<file path="config.mk">
export PLATFORM = sky130hd
export DESIGN_NAME = h264_access_unit_flv_tagger_top_flat
export DESIGN_NICKNAME = d
export VERILOG_FILES = /design/src/sv/auflv_pkg.sv /design/src/sv/auflv_if.sv /design/src/sv/auflv_scan.sv /design/src/sv/auflv_skid.sv /design/src/sv/h264_access_unit_flv_tagger_top.sv /design/src/flat_wrapper.sv
export SDC_FILE = /design/constraint.sdc
export NUM_CORES = 1
export LEC_CHECK = 0
export BUFFER_PORTS_ARGS = -buffer_cell sky130_fd_sc_hd__buf_2
export CORE_UTILIZATION = 43
export CTS_CLUSTER_DIAMETER = 50
export DETAILED_ROUTE_END_ITERATION = 7
export RECOVER_POWER = 100
export SYNTH_ARGS = -nofsm -noshare
export SYNTH_HDL_FRONTEND = slang
export SYNTH_SLANG_ARGS = --single-unit
export TNS_END_PERCENT = 20
</file>
<file path="constraint.sdc">
create_clock -name clk -period 15.6 [get_ports clk]
set_input_delay 1.56 -clock clk [delete_from_list [all_inputs] [get_ports clk]]
set_output_delay 1.56 -clock clk [all_outputs]
set_load 0.01 [all_outputs]
</file>
<file path="src/sv/auflv_pkg.sv">
// Shared types and constants for the H.264 access unit FLV tagger.
`timescale 1ns / 1ps
`default_nettype none
package auflv_pkg;

  localparam int unsigned POS_W = 24;
  localparam int unsigned LEN_W = 25;

  localparam logic [POS_W-1:0] POS_MAX        = 24'hFFFFFF;
  localparam logic [23:0]      BUF_SIZE_RESET = 24'h010000;
  localparam logic [31:0]      START_CODE     = 32'h0000_0001;

  localparam logic [4:0] NAL_SLICE = 5'h01;
  localparam logic [4:0] NAL_IDR   = 5'h05;
  localparam logic [4:0] NAL_SPS   = 5'h07;
  localparam logic [4:0] NAL_PPS   = 5'h08;

  localparam logic [3:0] FLAG_SPS = 4'h1;
  localparam logic [3:0] FLAG_PPS = 4'h2;
  localparam logic [3:0] FLAG_I   = 4'h4;
  localparam logic [3:0] FLAG_P   = 4'h8;

  localparam logic [7:0] FRAME_KEY   = 8'h17;
  localparam logic [7:0] FRAME_INTER = 8'h27;

  localparam logic [1:0] ST_OK    = 2'd0;
  localparam logic [1:0] ST_SHORT = 2'd1;
  localparam logic [1:0] ST_BIG   = 2'd2;

  // NAL unit currently open for length measurement
  typedef enum logic [2:0] {
    OPEN_NONE = 3'b001,
    OPEN_SPS  = 3'b010,
    OPEN_PPS  = 3'b100
  } open_kind_t;

  typedef struct packed {
    logic [POS_W-1:0] pos;
    logic [31:0]      prev;      // four bytes before the current one
    open_kind_t       open_kind;
    logic [3:0]       flags;
    logic             stopped;
    logic [POS_W-1:0] sps_start;
    logic [POS_W-1:0] sps_size;
    logic [POS_W-1:0] pps_start;
    logic [POS_W-1:0] pps_size;
    logic [POS_W-1:0] slice_start;
  } unit_t;

  localparam unit_t UNIT_CLEAR = '{
    pos: '0, prev: '0, open_kind: OPEN_NONE, flags: '0, stopped: 1'b0,
    sps_start: '0, sps_size: '0, pps_start: '0, pps_size: '0, slice_start: '0
  };

  typedef struct packed {
    logic [3:0]       kind_flags;
    logic [POS_W-1:0] sps_offset;
    logic [POS_W-1:0] sps_length;
    logic [POS_W-1:0] pps_offset;
    logic [POS_W-1:0] pps_length;
    logic [POS_W-1:0] slice_offset;
    logic [POS_W-1:0] slice_length;
    logic [23:0]      tag_data_size;
    logic [7:0]       frame_byte;
    logic [31:0]      relative_time;
    logic [LEN_W-1:0] packet_size;
    logic [1:0]       status;
  } tag_t;

endpackage
`default_nettype wire

</file>
<file path="src/sv/auflv_if.sv">
// Valid/ready channel interfaces for access unit bytes and tag descriptors.
`timescale 1ns / 1ps
`default_nettype none
interface auflv_in_if;
  logic        valid;
  logic        ready;
  logic [7:0]  data_byte;
  logic        last;
  logic [31:0] time_stamp;

  modport source (output valid, data_byte, last, time_stamp, input ready);
  modport sink   (input valid, data_byte, last, time_stamp, output ready);
endinterface

interface auflv_out_if;
  logic        valid;
  logic        ready;
  logic [3:0]  kind_flags;
  logic [23:0] sps_offset;
  logic [23:0] sps_length;
  logic [23:0] pps_offset;
  logic [23:0] pps_length;
  logic [23:0] slice_offset;
  logic [23:0] slice_length;
  logic [23:0] tag_data_size;
  logic [7:0]  frame_byte;
  logic [31:0] relative_time;
  logic [24:0] packet_size;
  logic [1:0]  status;

  modport source (output valid, kind_flags, sps_offset, sps_length, pps_offset, pps_length,
                  slice_offset, slice_length, tag_data_size, frame_byte, relative_time,
                  packet_size, status, input ready);
  modport sink   (input valid, kind_flags, sps_offset, sps_length, pps_offset, pps_length,
                  slice_offset, slice_length, tag_data_size, frame_byte, relative_time,
                  packet_size, status, output ready);
endinterface
`default_nettype wire

</file>
<file path="src/sv/auflv_scan.sv">
// Per-byte start code scan, unit state and tag descriptor computation.
`timescale 1ns / 1ps
`default_nettype none
module auflv_scan import auflv_pkg::*; (
  input  wire logic        clk,
  input  wire logic        rst_n,
  input  wire logic        cfg_we,
  input  wire logic [23:0] cfg_wdata,
  input  wire logic        acc,
  input  wire logic [7:0]  data_byte,
  input  wire logic        last,
  input  wire logic [31:0] time_stamp,
  output logic             res_valid,
  output tag_t             res
);

  unit_t       unit_r, unit_nxt, upd;
  logic [23:0] buf_size_r;
  logic [31:0] base_r, base_nxt;
  logic        latched_r, latched_nxt;

  logic [4:0]       nal;
  logic             active, fast, is_start;
  logic [POS_W-1:0] p;
  logic [LEN_W-1:0] len;
  logic             short_unit, too_big, unit_ok, stand_alone;

  assign nal      = data_byte[4:0];
  assign p        = unit_r.pos - POS_W'(4);
  assign active   = !unit_r.stopped && (unit_r.pos >= POS_W'(4));
  assign fast     = active && (unit_r.pos == POS_W'(4)) && (nal == NAL_IDR || nal == NAL_SLICE);
  assign is_start = active && !fast && (unit_r.prev == START_CODE);

  // state after this byte is scanned
  always_comb begin
    upd      = unit_r;
    upd.prev = {unit_r.prev[23:0], data_byte};
    upd.pos  = (unit_r.pos == POS_MAX) ? unit_r.pos : unit_r.pos + POS_W'(1);
    if (fast) begin
      upd.flags       = (nal == NAL_IDR) ? FLAG_I : FLAG_P;
      upd.slice_start = '0;
      upd.stopped     = 1'b1;
    end else if (is_start) begin
      case (unit_r.open_kind)
        OPEN_SPS: upd.sps_size = p - unit_r.sps_start;
        OPEN_PPS: upd.pps_size = p - unit_r.pps_start;
        default: ;
      endcase
      upd.open_kind = OPEN_NONE;
      if (nal == NAL_SPS) begin
        upd.open_kind = OPEN_SPS;
        upd.sps_start = p;
        upd.flags     = unit_r.flags | FLAG_SPS;
      end else if (nal == NAL_PPS) begin
        upd.open_kind = OPEN_PPS;
        upd.pps_start = p;
        upd.flags     = unit_r.flags | FLAG_PPS;
      end else if (nal == NAL_IDR || nal == NAL_SLICE) begin
        upd.slice_start = p;
        upd.flags       = unit_r.flags | ((nal == NAL_IDR) ? FLAG_I : FLAG_P);
        upd.stopped     = 1'b1;
      end
    end
  end

  assign len         = {1'b0, unit_r.pos} + LEN_W'(1);
  assign short_unit  = len < LEN_W'(4);
  assign too_big     = ({1'b0, len} + 26'd5) > {2'b00, buf_size_r};
  assign unit_ok     = !short_unit && !too_big;
  assign stand_alone = |(upd.flags & (FLAG_I | FLAG_P));

  always_comb begin
    res = '0;
    if (short_unit) begin
      res.status = ST_SHORT;
    end else if (too_big) begin
      res.status = ST_BIG;
    end else begin
      res.kind_flags    = upd.flags;
      res.sps_offset    = upd.sps_start;
      res.sps_length    = upd.sps_size;
      res.pps_offset    = upd.pps_start;
      res.pps_length    = upd.pps_size;
      res.slice_offset  = stand_alone ? upd.slice_start : '0;
      res.slice_length  = stand_alone ? (len[POS_W-1:0] - upd.slice_start) : '0;
      res.tag_data_size = len[POS_W-1:0] + 24'd5;
      res.frame_byte    = |(upd.flags & FLAG_I) ? FRAME_KEY : FRAME_INTER;
      // first good unit defines time zero
      res.relative_time = time_stamp - (latched_r ? base_r : time_stamp);
      res.packet_size   = len + LEN_W'(20);
      res.status        = ST_OK;
    end
  end

  assign res_valid = acc && last;

  always_comb begin
    unit_nxt    = unit_r;
    base_nxt    = base_r;
    latched_nxt = latched_r;
    if (acc) begin
      unit_nxt = last ? UNIT_CLEAR : upd;
      if (last && unit_ok && !latched_r) begin
        base_nxt    = time_stamp;
        latched_nxt = 1'b1;
      end
    end
  end

  always_ff @(posedge clk) begin
    if (!rst_n) begin
      unit_r     <= UNIT_CLEAR;
      buf_size_r <= BUF_SIZE_RESET;
      base_r     <= '0;
      latched_r  <= 1'b0;
    end else begin
      unit_r    <= unit_nxt;
      base_r    <= base_nxt;
      latched_r <= latched_nxt;
      if (cfg_we) begin
        buf_size_r <= cfg_wdata;
      end
    end
  end

endmodule
`default_nettype wire

</file>
<file path="src/sv/auflv_skid.sv">
// Two-entry output register for tag descriptors.
`timescale 1ns / 1ps
`default_nettype none
module auflv_skid import auflv_pkg::*; (
  input  wire logic clk,
  input  wire logic rst_n,
  input  wire logic push,
  input  wire tag_t push_data,
  output logic      room,
  output logic      out_valid,
  input  wire logic out_ready,
  output tag_t      out_data
);

  tag_t main_r, skid_r;
  logic main_valid_r, skid_valid_r;
  logic pop;

  assign pop       = main_valid_r && out_ready;
  assign room      = !skid_valid_r;
  assign out_valid = main_valid_r;
  assign out_data  = main_r;

  always_ff @(posedge clk) begin
    if (!rst_n) begin
      main_valid_r <= 1'b0;
      skid_valid_r <= 1'b0;
    end else begin
      if (push && (!main_valid_r || pop)) begin
        main_valid_r <= 1'b1;
      end else if (push) begin
        skid_valid_r <= 1'b1;
      end else if (pop) begin
        main_valid_r <= skid_valid_r;
        skid_valid_r <= 1'b0;
      end
    end
  end

  always_ff @(posedge clk) begin
    if (push && (!main_valid_r || pop)) begin
      main_r <= push_data;
    end else if (push) begin
      skid_r <= push_data;
    end else if (pop && skid_valid_r) begin
      main_r <= skid_r;
    end
  end

endmodule
`default_nettype wire

</file>
<file path="src/sv/h264_access_unit_flv_tagger_top.sv">
// Top level of the H.264 access unit to FLV video tag descriptor block.
`timescale 1ns / 1ps
`default_nettype none
// Takes one access unit byte per cycle (in_ch, last byte marked); once the last byte
// is accepted, one tag descriptor is registered and shown on out_ch. Start code
// compare and unit counters update per accepted byte. Results pass through a two-entry
// output buffer, so bytes keep flowing while one descriptor waits; in_ch.ready drops
// only when both entries are full. buffer_size (cfg_wdata) resets to 65536. The user
// must write it with cfg_we only while idle; the block does not enforce this.
module h264_access_unit_flv_tagger_top import auflv_pkg::*; (
  input  wire logic        clk,
  input  wire logic        rst_n,
  input  wire logic        cfg_we,
  input  wire logic [23:0] cfg_wdata,
  auflv_in_if.sink         in_ch,
  auflv_out_if.source      out_ch
);

  logic acc, res_valid, room;
  tag_t res, out_data;

  assign in_ch.ready = room;
  assign acc         = in_ch.valid && room;

  auflv_scan u_scan (
    .clk        (clk),
    .rst_n      (rst_n),
    .cfg_we     (cfg_we),
    .cfg_wdata  (cfg_wdata),
    .acc        (acc),
    .data_byte  (in_ch.data_byte),
    .last       (in_ch.last),
    .time_stamp (in_ch.time_stamp),
    .res_valid  (res_valid),
    .res        (res)
  );

  auflv_skid u_skid (
    .clk       (clk),
    .rst_n     (rst_n),
    .push      (res_valid),
    .push_data (res),
    .room      (room),
    .out_valid (out_ch.valid),
    .out_ready (out_ch.ready),
    .out_data  (out_data)
  );

  assign out_ch.kind_flags    = out_data.kind_flags;
  assign out_ch.sps_offset    = out_data.sps_offset;
  assign out_ch.sps_length    = out_data.sps_length;
  assign out_ch.pps_offset    = out_data.pps_offset;
  assign out_ch.pps_length    = out_data.pps_length;
  assign out_ch.slice_offset  = out_data.slice_offset;
  assign out_ch.slice_length  = out_data.slice_length;
  assign out_ch.tag_data_size = out_data.tag_data_size;
  assign out_ch.frame_byte    = out_data.frame_byte;
  assign out_ch.relative_time = out_data.relative_time;
  assign out_ch.packet_size   = out_data.packet_size;
  assign out_ch.status        = out_data.status;

endmodule
`default_nettype wire

</file>
<file path="src/flat_wrapper.sv">
// flat-port wrapper written by rule: the top's interface ports become plain ports
module h264_access_unit_flv_tagger_top_flat import auflv_pkg::*;
  (clk, rst_n, cfg_we, cfg_wdata, in_ch_valid, in_ch_data_byte, in_ch_last, in_ch_time_stamp, in_ch_ready, out_ch_valid, out_ch_kind_flags, out_ch_sps_offset, out_ch_sps_length, out_ch_pps_offset, out_ch_pps_length, out_ch_slice_offset, out_ch_slice_length, out_ch_tag_data_size, out_ch_frame_byte, out_ch_relative_time, out_ch_packet_size, out_ch_status, out_ch_ready);
  auflv_in_if in_ch_i ();
  auflv_out_if out_ch_i ();
  input  wire logic clk;
  input  wire logic rst_n;
  input  wire logic cfg_we;
  input  wire logic [23:0] cfg_wdata;
  input wire logic [$bits(in_ch_i.valid)-1:0] in_ch_valid;
  input wire logic [$bits(in_ch_i.data_byte)-1:0] in_ch_data_byte;
  input wire logic [$bits(in_ch_i.last)-1:0] in_ch_last;
  input wire logic [$bits(in_ch_i.time_stamp)-1:0] in_ch_time_stamp;
  output wire logic [$bits(in_ch_i.ready)-1:0] in_ch_ready;
  output wire logic [$bits(out_ch_i.valid)-1:0] out_ch_valid;
  output wire logic [$bits(out_ch_i.kind_flags)-1:0] out_ch_kind_flags;
  output wire logic [$bits(out_ch_i.sps_offset)-1:0] out_ch_sps_offset;
  output wire logic [$bits(out_ch_i.sps_length)-1:0] out_ch_sps_length;
  output wire logic [$bits(out_ch_i.pps_offset)-1:0] out_ch_pps_offset;
  output wire logic [$bits(out_ch_i.pps_length)-1:0] out_ch_pps_length;
  output wire logic [$bits(out_ch_i.slice_offset)-1:0] out_ch_slice_offset;
  output wire logic [$bits(out_ch_i.slice_length)-1:0] out_ch_slice_length;
  output wire logic [$bits(out_ch_i.tag_data_size)-1:0] out_ch_tag_data_size;
  output wire logic [$bits(out_ch_i.frame_byte)-1:0] out_ch_frame_byte;
  output wire logic [$bits(out_ch_i.relative_time)-1:0] out_ch_relative_time;
  output wire logic [$bits(out_ch_i.packet_size)-1:0] out_ch_packet_size;
  output wire logic [$bits(out_ch_i.status)-1:0] out_ch_status;
  input wire logic [$bits(out_ch_i.ready)-1:0] out_ch_ready;
  assign in_ch_i.valid = in_ch_valid;
  assign in_ch_i.data_byte = in_ch_data_byte;
  assign in_ch_i.last = in_ch_last;
  assign in_ch_i.time_stamp = in_ch_time_stamp;
  assign in_ch_ready = in_ch_i.ready;
  assign out_ch_valid = out_ch_i.valid;
  assign out_ch_kind_flags = out_ch_i.kind_flags;
  assign out_ch_sps_offset = out_ch_i.sps_offset;
  assign out_ch_sps_length = out_ch_i.sps_length;
  assign out_ch_pps_offset = out_ch_i.pps_offset;
  assign out_ch_pps_length = out_ch_i.pps_length;
  assign out_ch_slice_offset = out_ch_i.slice_offset;
  assign out_ch_slice_length = out_ch_i.slice_length;
  assign out_ch_tag_data_size = out_ch_i.tag_data_size;
  assign out_ch_frame_byte = out_ch_i.frame_byte;
  assign out_ch_relative_time = out_ch_i.relative_time;
  assign out_ch_packet_size = out_ch_i.packet_size;
  assign out_ch_status = out_ch_i.status;
  assign out_ch_i.ready = out_ch_ready;
  h264_access_unit_flv_tagger_top u_core (.clk(clk), .rst_n(rst_n), .cfg_we(cfg_we), .cfg_wdata(cfg_wdata), .in_ch(in_ch_i), .out_ch(out_ch_i));
endmodule
</file>
# Word-level counts from Yosys, hierarchy flattened
# Cells that the tools add are included.
# word_totals
register_bits,721
in_bits,70
# classes
n_addsub,10
n_lt_le_gt_ge,3
n_eq_ne,14
n_mux,38
n_bitwise,2
n_reduce_logical,37
# op_table
operator,count
two-way mux 239 bit,3
two-way mux 237 bit,2
two-way mux 24 bit,12
two-way mux 184 bit,1
two-way mux 128 bit,1
two-way mux 96 bit,1
subtractor 24 bit,3
"equality test 32 x 1 -> 1 bit, second input constant",1
two-way mux 32 bit,1
subtractor 32 bit,1
"adder 25 x 3 -> 26 bit, second input constant",1
greater-than comparator 26 x 24 -> 1 bit,1
"adder 24 x 1 -> 25 bit, second input constant",1
"adder 25 x 5 -> 25 bit, second input constant",1
"less-than comparator 25 x 3 -> 1 bit, second input constant",1
"adder 24 x 1 -> 24 bit, second input constant",1
"adder 24 x 3 -> 24 bit, second input constant",1
"equality test 24 bit, second input constant",1
"equality test 24 x 3 -> 1 bit, second input constant",1
">= comparator 24 x 3 -> 1 bit, second input constant",1
"subtractor 24 x 3 -> 24 bit, second input constant",1
logical AND 1 bit,13
AND reduction 2 bit,6
"equality test 5 x 3 -> 1 bit, second input constant",2
23 further kinds,46

# Depth between registers and ports, before layout
# logic_depth
ltp_word,14
depth_mapped,27
depth_no_buf,22

# Hierarchy
# From an unflattened synthesis, not the netlist that was laid out.
# hier_totals
cells_unflattened,3428
area_unflattened_um2,37806.3
# modules_own_cells
mod,instances,cells_per_inst,area_each_um2,seq_area_each_um2
auflv_scan,1,2669,19386.1,4824.6
auflv_skid,1,758,18413.9,14393.8
h264_access_unit_flv_tagger_top,1,1,6.3,0.0

# Worst setup path before layout
# Ideal clock, no wire load.
# synth_path
kind,input-to-reg
from,input in_ch_last
to,"register u_core.u_skid.main_r, in the netlist u_core.u_skid.out_data[0] (enable)"
setup_time_ns,0.904
arrival_time_ns,13.051
t_required_ns,14.696
slack_ns,1.645
path_stages,3
path_buffers,1
path_cell_list,clkbuf_1 -> nand3_1 -> a21oi_1
# synth_between
elab_chain_len,4
elab_cells_between_ends,5
classes_between,1 x eq/ne; 4 x reduce/logical
# synth_lines
item,line,rtl
"start, declared",flat_wrapper.sv:12,input wire logic [$bits(in_ch_i.last)-1:0] in_ch_last;
logical AND 1 bit (*),auflv_scan.sv:95,assign res_valid = acc && last;
logical AND 1 bit,auflv_skid.sv:41,if (push && (!main_valid_r || pop)) begin
inequality test 2 x 1 -> 1 bit (no line) / nonzero test 2 bit (equally long branches),-,
AND reduction 2 bit (no line) (*),-,
"end signal, assigned",auflv_skid.sv:42,main_r <= push_data;
"end signal, assigned",auflv_skid.sv:46,main_r <= skid_r;
"end, declared",auflv_skid.sv:15,"tag_t main_r, skid_r;"
# Mark *: on every way between the ends. The rest lies on a longest branch, timed or not.
# A chain may end at the register's enable or synchronous reset.

# Final worst setup path
# layout_path
from,register u_core.u_scan.unit_r[161] in the netlist's numbering
to,register u_core.u_scan.latched_r
# layout_between
elab_chain_len,8
elab_cells_between_ends,10
classes_between,2 x add/sub; 2 x order compare; 6 x reduce/logical
# layout_lines
item,line,rtl
"start, declared",auflv_scan.sv:17,"unit_t unit_r, unit_nxt, upd;"
"start signal, assigned",auflv_scan.sv:117,unit_r <= unit_nxt;
adder 24 x 1 -> 25 bit (*),auflv_scan.sv:66,"assign len = {1'b0, unit_r.pos} + LEN_W'(1);"
adder 25 x 3 -> 26 bit,auflv_scan.sv:68,"assign too_big = ({1'b0, len} + 26'd5) > {2'b00, buf_size_r};"
greater-than comparator 26 x 24 -> 1 bit,auflv_scan.sv:68,
zero test 1 bit,auflv_scan.sv:69,assign unit_ok = !short_unit && !too_big;
logical AND 1 bit (*),auflv_scan.sv:69,
logical AND 1 bit (*) (2 in a row),auflv_scan.sv:103,if (last && unit_ok && !latched_r) begin
AND reduction 2 bit (no line) (*),-,
"end signal, assigned",auflv_scan.sv:119,latched_r <= latched_nxt;
"end, declared",auflv_scan.sv:20,"logic latched_r, latched_nxt;"
# Marks and branches as above.

==> summary.md <==
| Metric | Value |
|---|---|
| Avg Inst Size Synth | 10.10 um2 |
| Clock buffer depth | 3 |
| Hpwl dp | 73,230 um |
| Netlist cell types | 89 |
| Routed via count | 28.02k |
| Post-CTS setup buffers | 0 |
| Vias/cell | 5.494 |
| Clk Latency, worst-skew pair | 650 ps |
| NumNets Final | 4,088 |
| Area leader, netlist | edfxtp_1 |
| Vias in the first global route | 26.10k |
| Crit path max fanout | 91 |
| Worst IR Drop VDD | 0.07903 mV |
| Leakage power figure | 14.56 nW |
| DR WL/cell | 20.73 um |
| Residual DRC count | 0 |
| Relative slew slack | -193.9% |
| Global-route wire length before repair | 158,900 um |
| Placed Cells incl. Taps | 4,919 |
| Pin count of the biggest net entering global routing | 192 |
| Bufs and invs on worst path | 4 |
| Synth Area in Compound Gates | 14.86% |
| Initial antenna violation count | 4 |
| Die Width | 294.7 um |
| Ys flop type | edfxtp_1 |
| TritonCTS clock tree | done |
| Startpoint Class | flip-flop |
| Slew at the pin closest to its max-slew limit | 4409 ps |
| Final hold slack | 465.3 ps |
| Post-synthesis mux area share | 4.359% |
| Synth-to-layout area growth | 14.35% |
| Crit path time final | 10,380 ps |
| Synth area leaders | edfxtp_1 38%, dfxtp_1 13%, nand2_1 4.8%, ha_1 4.5%, o31ai_1 4.0% |
| Yosys warnings | 0 |
| Tcrit/Tclk final | 66.55% |
| Total GRT Usage | 23.86% |
| Die ar. | 86,820 um2 |
| Root Buffer | clkbuf_16 |
| Final Instance Count excl. Fillers | 5,100 |
| Final TNS setup | 0 ps |
| CP Cell Sequence | ha_1, and3_1, nand2_1, xnor2_1, and3_1, nand2_1, or3_1, nor4_1, xnor2_1, inv_1, ha_1, nand4_1, nor4_1, o21ai_0, o221ai_1, a21oi_1, o41ai_1, nand2b_4, clkbuf_1, buf_4, nor3_1, clkbuf_1, o21a_1 |
| Sequential area share after synthesis | 51.21% |
| PwrDens | 106.3 nW/um2 |
| Worst EP arrival | 10,920 ps |
| Slowest-stage cell, CP | clkbuf_1 |
| Asr flop ratio synth | 0% |
| Die height | 294.7 um |
| Htree depth | 3 |
| Synth Area in Simple Gates | 16.61% |
| Max_cap viols | 13 |
| Num ports | 311 |
| Final setup fails | 0 |
| Iteration count of the initial detailed-routing pass | 6 |
| Post-Route Skew | 27.10 ps |
| Overflow after GRT | 0 |
| Hold Fails Final Rpt | 0 |
| Count of input and output buffers | 307 |
| Status | complete, but fails checks |
| F_max | 96.33 MHz |
| Synth Cell Area | 36,830 um2 |
| Slew Viols, Final | 884 |
| Clock Pin Slew Worst Setup and Hold Paths | 60 ps |
| RD Place Congestion | 0.9323 |
| Worst path required time | 16,140 ps |
| Adder-cell share of the synthesized area | 4.702% |
| Yosys reg bits | 709 |
| Share of cells above drive strength 1 | 9.054% |
| Crit path kind | flip-flop to flip-flop |
| Clk sinks | 709 |
| Number of synthesized flops with an enable pin | 466 |
| CP top delay family | buffers and inverters |
| Main combinational cell family by area after synthesis | simple AND/OR/NAND/NOR gates |
| Synth Area in XOR/XNOR | 4.016% |
| Cts hold-fix bufs | 0 |
| Total core area | 84,220 um2 |
| Unrepaired setup endpoints after global routing | false |
| Initial Utilization | 43.73% |
| Hold WC Path Type | flip-flop to flip-flop |
| Drt total wl | 105,700 um |
| Initial DRC count | 2,325 |
| Synth Instances | 3,647 |
| Rows | 106 |
| Post_cts resized | 0 |
| Violated checks | capacitance limit, slew limit |
| Largest stage delay on the critical path | 2470 ps |
| Yosys top cell area share | 38.00% |
| Detail Route Antenna Nets | 0 |
| Critical Path End Type | flip-flop |
| Tot Pwr | 4.477 mW |
| Cts bufs inserted | 95 |
-- layout by cell type (no fill, tap or decap), types with 21 or more instances in the layout --
cell type,n
o31ai_1,198
clkbuf_1,263
mux2_2,36
nor4_1,25
nor2b_1,153
nand2b_1,21
nand2_1,472
mux2i_1,115
nor2_1,341
and3_1,22
inv_1,140
buf_4,49
ha_1,132
and2_1,27
buf_2,67
a21oi_1,138
a21o_1,41
dfxtp_1,242
a22oi_1,91
clkbuf_16,100
xor2_1,61
xnor2_1,106
nand4_1,22
nor3_1,37
nand3_1,49
edfxtp_1,466
a211oi_1,23
nand3b_1,37
a21boi_0,73
o21ai_0,120
-- worst min-delay path: cells and delay by family, from the launching register on --
kind	cells	cell delay, ps
compound gates	1	60
flops	1	300
simple gates	1	50
-- layout make-up --
| cell class | instances | area (um2) |
|---|---|---|
| well taps | 1134 | 1419 |
| multi-input cells | 2565 | 16480 |
| clock inverters | 65 | 541.8 |
| fillers | 7950 | 42110 |
| inverters | 141 | 529.3 |
| repair buffers | 370 | 1673 |
| flip-flops and latches | 709 | 18860 |
| clock buffers | 115 | 2609 |
| diodes | 1 | 2.502 |
-- state kept, by name, summed over array words and instances, names as in the netlist --
name / count
u_core.u_skid.skid_r: 233
u_core.u_scan.latched_r: 1
u_core.u_scan.buf_size_r: 24
u_core.u_scan.unit_r: 184
u_core.u_scan.base_r: 32
u_core.u_skid.out_valid: 1
u_core.u_skid.skid_valid_r: 1
u_core.u_skid.out_data: 233
-- power by group --
group	total [mW]	internal, mW	switching [mW]
clock	2.14	1.26	0.884
sequential	2.06	2.04	0.0175
combinational	0.278	0.0912	0.187
-- kinds of logic (layout without fill, tap and decap cells) --
group / Yosys count / in the layout
fa+ha+maj: 136 / 136
xor+xnor: 168 / 168
buf+inv: 375 / 691
compound gates: 807 / 807
flops: 709 / 709
mux: 155 / 155
simple gates: 1296 / 1296
other cells: 1 / 4
-- metrics by stage --
stage	cell area [um2]	util (%)	setup WS (ps)
global placement	39340	46.72	7924
global route	42110	50.00	4633
finish	42110	50.00	5219
floorplan	36830	-	1645
detailed placement	39340	46.72	7713
CTS	42490	50.46	7657
-- cell usage after synthesis, drive strengths merged (4+ instances only) --
| cell | count |
|---|---|
| xnor2 | 107 |
| or4 | 9 |
| o22ai | 5 |
| o21ai | 126 |
| edfxtp | 466 |
| nand2 | 474 |
| a31oi | 20 |
| a21boi | 73 |
| nor2b | 154 |
| mux2i | 115 |
| buf | 83 |
| nand2b | 23 |
| a41o | 4 |
| a21o | 42 |
| a211oi | 23 |
| and2 | 40 |
| o21bai | 9 |
| and4 | 8 |
| and3 | 22 |
| o21a | 18 |
| inv | 140 |
| o211ai | 11 |
| dfxtp | 243 |
| o2111ai | 4 |
| o41ai | 6 |
| fa | 4 |
| clkbuf | 151 |
| nand4 | 22 |
| mux2 | 40 |
| xor2 | 61 |
| o31ai | 198 |
| nor4 | 29 |
| nand3b | 37 |
| ha | 132 |
| or3 | 20 |
| nor2 | 346 |
| a21oi | 138 |
| nand3 | 51 |
| a211o | 5 |
| nor3 | 41 |
| a22oi | 91 |
| or2 | 7 |
-- routing by layer --
layer / vias to the layer above / global-route usage (%) / wire, um
met5: - / 0 / 28
met2: 851 / 37.36 / 47810
li1: 13577 / - / -
met1: 13422 / 33.90 / 48680
met4: 4 / 8.232 / 3146
met3: 167 / 3.062 / 6069
-- path summary, 6_finish.rpt --
path                        startpoint                       to  slack [ps]  cells past startpoint
max          u_core.u_scan.unit_r[161]  u_core.u_scan.latched_r        5220                     23
min reg2reg    u_core.u_scan.base_r[9]  u_core.u_scan.base_r[9]         470                      2
max reg2reg  u_core.u_scan.unit_r[161]  u_core.u_scan.latched_r        5220                     23
min            u_core.u_scan.base_r[9]  u_core.u_scan.base_r[9]         470                      2
Note: power is estimated with default switching activity, not from simulation.
